===== src/hw/rtl/ssc_pkg.sv =====
// ----------------------------------------------------------------------------
// ssc_pkg
// Types, widths and stage indexes shared by the segment closest-points block.
// ----------------------------------------------------------------------------
package ssc_pkg;

  localparam int COORD_WIDTH = 16;
  localparam int CW   = COORD_WIDTH;
  localparam int DW   = CW + 1;          // coordinate difference
  localparam int PW   = 2 * DW;          // one coordinate product
  localparam int SW   = PW + 2;          // dot product of three terms
  localparam int HW   = SW / 2;          // low half of a split multiply
  localparam int MW   = 2 * SW;          // product of two dot products
  localparam int NW   = MW + 2;          // numerators and determinant
  localparam int RW   = NW + 1;          // divider remainder
  localparam int QW   = 16;              // fraction bits of a parameter
  localparam int EW   = 32;              // epsilon register
  localparam int PRW  = DW + QW + 3;     // difference times parameter
  localparam int SUMW = PRW - QW + 1;    // start plus scaled difference

  localparam logic [QW:0] PARAM_ONE  = (QW + 1)'(1) << QW;
  localparam int          ROUND_HALF = 1 << (QW - 1);

  // Pipeline stage indexes.
  localparam int ST_CLAMP = 3;
  localparam int ST_DIV   = 8;
  localparam int ST_PNT   = ST_DIV + QW + 1;
  localparam int NST      = ST_PNT + 2;

  typedef logic signed [CW-1:0] coord_t;
  typedef logic [QW:0]          frac_t;
  typedef logic signed [NW-1:0] wide_t;

  typedef struct packed {
    coord_t first_start_x;
    coord_t first_start_y;
    coord_t first_start_z;
    coord_t first_end_x;
    coord_t first_end_y;
    coord_t first_end_z;
    coord_t second_start_x;
    coord_t second_start_y;
    coord_t second_start_z;
    coord_t second_end_x;
    coord_t second_end_y;
    coord_t second_end_z;
  } in_t;

  typedef struct packed {
    frac_t  param_first;
    frac_t  param_second;
    coord_t near_first_x;
    coord_t near_first_y;
    coord_t near_first_z;
    coord_t near_second_x;
    coord_t near_second_y;
    coord_t near_second_z;
  } out_t;

  typedef struct packed {
    logic signed [DW-1:0] x;
    logic signed [DW-1:0] y;
    logic signed [DW-1:0] z;
  } vec_t;

  typedef struct packed {
    coord_t x;
    coord_t y;
    coord_t z;
  } pnt_t;

  // Start points and directions, carried alongside the arithmetic.
  typedef struct packed {
    pnt_t p0;
    vec_t u;
    pnt_t q0;
    vec_t v;
  } side_t;

  typedef struct packed {
    logic signed [SW-1:0] k;
    logic signed [SW-1:0] j;
    logic signed [SW-1:0] c;
    logic signed [SW-1:0] d;
    logic signed [SW-1:0] e;
  } dots_t;

  typedef struct packed {
    wide_t sn;
    wide_t sd;
    wide_t tn;
    wide_t td;
  } ratio_t;

endpackage


===== src/hw/rtl/ssc_point.sv =====
// ----------------------------------------------------------------------------
// ssc_point
// Closest points: scale each direction by its parameter, round, saturate.
// ----------------------------------------------------------------------------
module ssc_point (
  input  logic             clk,
  input  logic [1:0]       en,
  input  ssc_pkg::side_t   side,
  input  ssc_pkg::frac_t   s,
  input  ssc_pkg::frac_t   t,
  output ssc_pkg::out_t    dout
);

  localparam int PRW  = ssc_pkg::PRW;
  localparam int SUMW = ssc_pkg::SUMW;
  localparam int QW   = ssc_pkg::QW;
  localparam logic signed [SUMW-1:0] SAT_HI =
    SUMW'((64'sd1 <<< (ssc_pkg::CW - 1)) - 64'sd1);
  localparam logic signed [SUMW-1:0] SAT_LO = -SAT_HI - SUMW'(1);

  logic signed [ssc_pkg::CW-1:0] start [6];
  logic signed [ssc_pkg::DW-1:0] diff  [6];
  logic signed [ssc_pkg::CW-1:0] start_r [6];
  logic signed [PRW-1:0]         prod_r  [6];
  logic signed [ssc_pkg::CW-1:0] res     [6];
  ssc_pkg::frac_t                s_r, t_r;
  ssc_pkg::out_t                 dout_r;

  assign start[0] = side.p0.x; assign start[1] = side.p0.y; assign start[2] = side.p0.z;
  assign start[3] = side.q0.x; assign start[4] = side.q0.y; assign start[5] = side.q0.z;
  assign diff[0]  = side.u.x;  assign diff[1]  = side.u.y;  assign diff[2]  = side.u.z;
  assign diff[3]  = side.v.x;  assign diff[4]  = side.v.y;  assign diff[5]  = side.v.z;

  for (genvar i = 0; i < 6; i++) begin : g_axis
    logic signed [PRW-1:0]  rnd;
    logic signed [SUMW-1:0] sum;
    assign rnd = prod_r[i] + PRW'(ssc_pkg::ROUND_HALF);
    // Arithmetic shift of the rounded product gives the floor.
    assign sum = SUMW'(start_r[i]) + SUMW'($signed(rnd[PRW-1:QW]));
    assign res[i] = (sum > SAT_HI) ? ssc_pkg::CW'(SAT_HI) :
                    (sum < SAT_LO) ? ssc_pkg::CW'(SAT_LO) : ssc_pkg::CW'(sum);
    always_ff @(posedge clk) begin
      if (en[0]) begin
        start_r[i] <= start[i];
        prod_r[i]  <= diff[i] * $signed({1'b0, (i < 3) ? s : t});
      end
    end
  end

  always_ff @(posedge clk) begin
    if (en[0]) begin
      s_r <= s;
      t_r <= t;
    end
    if (en[1]) begin
      dout_r.param_first   <= s_r;
      dout_r.param_second  <= t_r;
      dout_r.near_first_x  <= res[0];
      dout_r.near_first_y  <= res[1];
      dout_r.near_first_z  <= res[2];
      dout_r.near_second_x <= res[3];
      dout_r.near_second_y <= res[4];
      dout_r.near_second_z <= res[5];
    end
  end

  assign dout = dout_r;

endmodule


===== config.mk =====
export PLATFORM = sky130hd
export DESIGN_NAME = ssc_point
export DESIGN_NICKNAME = d
export VERILOG_FILES = /design/src/hw/rtl/ssc_pkg.sv /design/src/hw/rtl/ssc_point.sv
export SDC_FILE = /design/constraint.sdc
export NUM_CORES = 2
export LEC_CHECK = 0
export BUFFER_PORTS_ARGS = -buffer_cell sky130_fd_sc_hd__buf_2
export CORE_MARGIN = 4
export CORE_UTILIZATION = 54
export DETAILED_ROUTE_END_ITERATION = 8
export PLACE_DENSITY_LB_ADDON = 0.3
export SYNTH_ARGS = -nofsm -noshare
export SYNTH_HDL_FRONTEND = slang
export SYNTH_SLANG_ARGS = --single-unit

===== constraint.sdc =====
create_clock -name clk -period 10.15 [get_ports clk]
set_input_delay 1.5225 -clock clk [delete_from_list [all_inputs] [get_ports clk]]
set_output_delay 1.5225 -clock clk [all_outputs]
set_load 0.02 [all_outputs]

==> impl_metrics.json <==
{
  "status": "completed",
  "cp-start-kind": "input port",
  "drtIter0Drc": 3042,
  "drv_cap": 0,
  "rsz0062_at_grt": "false",
  "drc_errors": 0,
  "setup_viol": 0,
  "die_w_um": 382,
  "hold_violations": 0,
  "required_ps": 10530,
  "synthToLayoutAreaGrowth_pct": 6.74,
  "syn_avg_cell_area_um2": 9.66,
  "gp_congestion": 0.916,
  "yosysTopAreaCell": "fa_1",
  "fmax_mhz": 122,
  "cts-resized-gates": 0,
  "synth_seq_cells": 380,
  "rows": 136,
  "initial_core_util_pct": 54.6,
  "nets": 10400,
  "worstSetupEndpointType": "flip-flop",
  "routed_wl_um": 189000,
  "cts-root-buf": "clkbuf_16",
  "overflow": 0,
  "relSlewSlack_pct": 16.2,
  "synth_common_cells": "1,571 x inv_1, 1,344 x fa_1, 887 x nand2_1",
  "drive_gt1_share_pct": 6.82,
  "period_share_pct": 80.6,
  "die_y_um": 382,
  "clk_path_buf_depth": 3,
  "clk_latency_ps": 650,
  "arrival_ps": 8560,
  "syn_nets": 10300,
  "cts_num_sinks": 380,
  "ir_worst_vdd_v": 0.000479,
  "vias": 54200,
  "synthFlopType": "edfxtp_1",
  "powerDensity_nw_per_um2": 348,
  "cts_setup_buffers": 0,
  "tightest_slew_ps": 1230,
  "hpwlAfterDp_um": 148000,
  "core-area_um2": 138000,
  "design.die.area_um2": 146000,
  "worstPathMaxFanout": 30,
  "synth_edf_count": 380,
  "yosys.cell_count.top_type": "inv_1",
  "grt_max_degree": 82,
  "p_leak_uw": 0.0403,
  "antenna_found_initial": 32,
  "hp-class": "reg2reg",
  "hold_buffers": 0,
  "synth_area_um2": 75500,
  "drv_slew": 0,
  "viasPerCell": 5.48,
  "grt_pass1_vias": 59600,
  "ys_types": 80,
  "cts_buffers": 49,
  "clkTransAtPathRegs_ps": 70,
  "grt_pass1_wl_um": 309000,
  "tritoncts": "done",
  "grt_usage_pct": 26.4,
  "fin_setup_tns_ps": 0,
  "io_buffers": 364,
  "wire_per_inst_um": 19.1,
  "yosysSeqAreaShare_pct": 15.1,
  "synth_area_leaders": "fa_1 36%, edfxtp_1 15%, ha_1 14%, inv_1 7.8%, and2_1 7.2%",
  "detail-route-antenna-nets": 0,
  "first_pass_iters": 5,
  "pin_count": 365,
  "netlist_instances": 7816,
  "whs_ps": 408,
  "async_flop_share_pct": 0,
  "cts-htree-levels": 2,
  "synth_top_area_share_pct": 35.6,
  "fin_crit_ps": 8180,
  "yosys_warnings": 0,
  "crit_type": "in2reg",
  "clock_skew_ps": 19.9
}
==> flip-flops by register name (all words and copies together), names as in the netlist <==
signal   cells
t_r         17
start_r     96
dout       130
s_r         17
prod_r     120
==> path summary, 6_finish.rpt <==
| kind | startpoint | end | slack (ps) | cells past startpoint |
|---|---|---|---|---|
| max reg2reg | prod_r[2][17]$_DFFE_PP_ | dout[53]$_SDFFCE_PN1P_ | 5390 | 15 |
| min reg2reg | t_r[11]$_DFFE_PP_ | dout[107]$_DFFE_PP_ | 410 | 0 |
| max | s[5] | prod_r[2][30]$_DFFE_PP_ | 1970 | 22 |
| min | t_r[11]$_DFFE_PP_ | dout[107]$_DFFE_PP_ | 410 | 0 |
==> report_power, final <==
part	switching, uW	leakage (uW)	internal, uW	total, uW
clock	741	0.000777	1030	1770
sequential	295	0.00366	3330	3620
combinational	12800	0.0358	9890	22700
total	13800	0.0403	14200	28100
==> cells by family after synthesis <==
group                      Yosys count  share of synthesized area, %
and+or+nand+nor                   2347                          15.6
adders and majority gates         2214                          50.1
buffers and inverters             1882                          9.40
AOI/OAI and AO/OA                  679                          6.11
DFF                                380                          15.1
xor gates and xnor gates           311                          3.61
muxes                                3                        0.0398
==> placed cells by master, fill, tap and decap left out, types with 17 or more instances in the layout <==
| cell | netlist | layout |
|---|---|---|
| nand2_1 | 887 | 887 |
| o21a_1 | 39 | 39 |
| xor2_1 | 111 | 111 |
| and3_1 | 51 | 51 |
| inv_1 | 1571 | 1571 |
| a21oi_1 | 158 | 158 |
| a31oi_1 | 17 | 17 |
| xnor2_1 | 200 | 200 |
| a21o_1 | 113 | 113 |
| clkbuf_16 | 0 | 50 |
| nor3_1 | 43 | 43 |
| o31ai_1 | 22 | 22 |
| buf_4 | 1 | 57 |
| fa_1 | 1344 | 1344 |
| nand3_1 | 88 | 88 |
| nor2b_1 | 24 | 24 |
| ha_1 | 870 | 870 |
| nor2_1 | 219 | 219 |
| and2_1 | 864 | 864 |
| o21ai_0 | 137 | 137 |
| nand2b_1 | 71 | 71 |
| buf_2 | 8 | 362 |
| diode_2 | 0 | 23 |
| nand4_1 | 44 | 44 |
| a211oi_1 | 31 | 31 |
| edfxtp_1 | 380 | 380 |
| o21bai_1 | 18 | 18 |
==> cell type report <==
| class | instances | area (um2) |
|---|---|---|
| Timing Repair Buffer | 422 | 2290 |
| Inverter | 1573 | 5900 |
| Sequential cell | 380 | 11400 |
| Clock buffer | 54 | 1270 |
| Multi-Input combinational cell | 5554 | 57000 |
| Antenna cell | 23 | 57.6 |
| Tap cell | 1863 | 2330 |
| Fill cell | 11900 | 57600 |
| Clock inverter | 33 | 330 |
==> metal layers <==
layer  global-route usage [%]  up-vias  share of wire [%]
li1                         -    24600                  -
met1                     33.1    27300                 39
met2                     45.7     1861                 49
met3                     5.07      413                7.7
met4                     9.44       12                3.6
met5                        0        -              0.041
==> through the flow <==
step / cells / util (%) / setup WS (ps) / instance area, um2 / power, uW
CTS: 9879 / 58.3 / 2180 / 80500 / 28300
floorplan: 7816 / - / 2650 / 75500 / 20800
global route: 9890 / 58.3 / 1790 / 80500 / 31500
finish: 9902 / 58.3 / 1970 / 80600 / 28100
detailed placement: 9792 / 57.1 / 1470 / 78900 / 26200
global placement: 9792 / 57.1 / 1560 / 78900 / 25700
==> worst max-delay path, cell delays in order <==
cell	delay, ps
buf_2	440
buf_4	490
and2_1	210
fa_1	410
inv_1	80
fa_1	430
fa_1	500
fa_1	540
inv_1	50
fa_1	480
inv_1	50
fa_1	470
inv_1	40
ha_1	280
nand4_1	140
a2111oi_0	1040
o21ai_0	310
a21o_1	250
nand3_1	190
a31oi_1	240
o21ai_0	270
xor2_1	90
(Power assumes the default switching activity.)
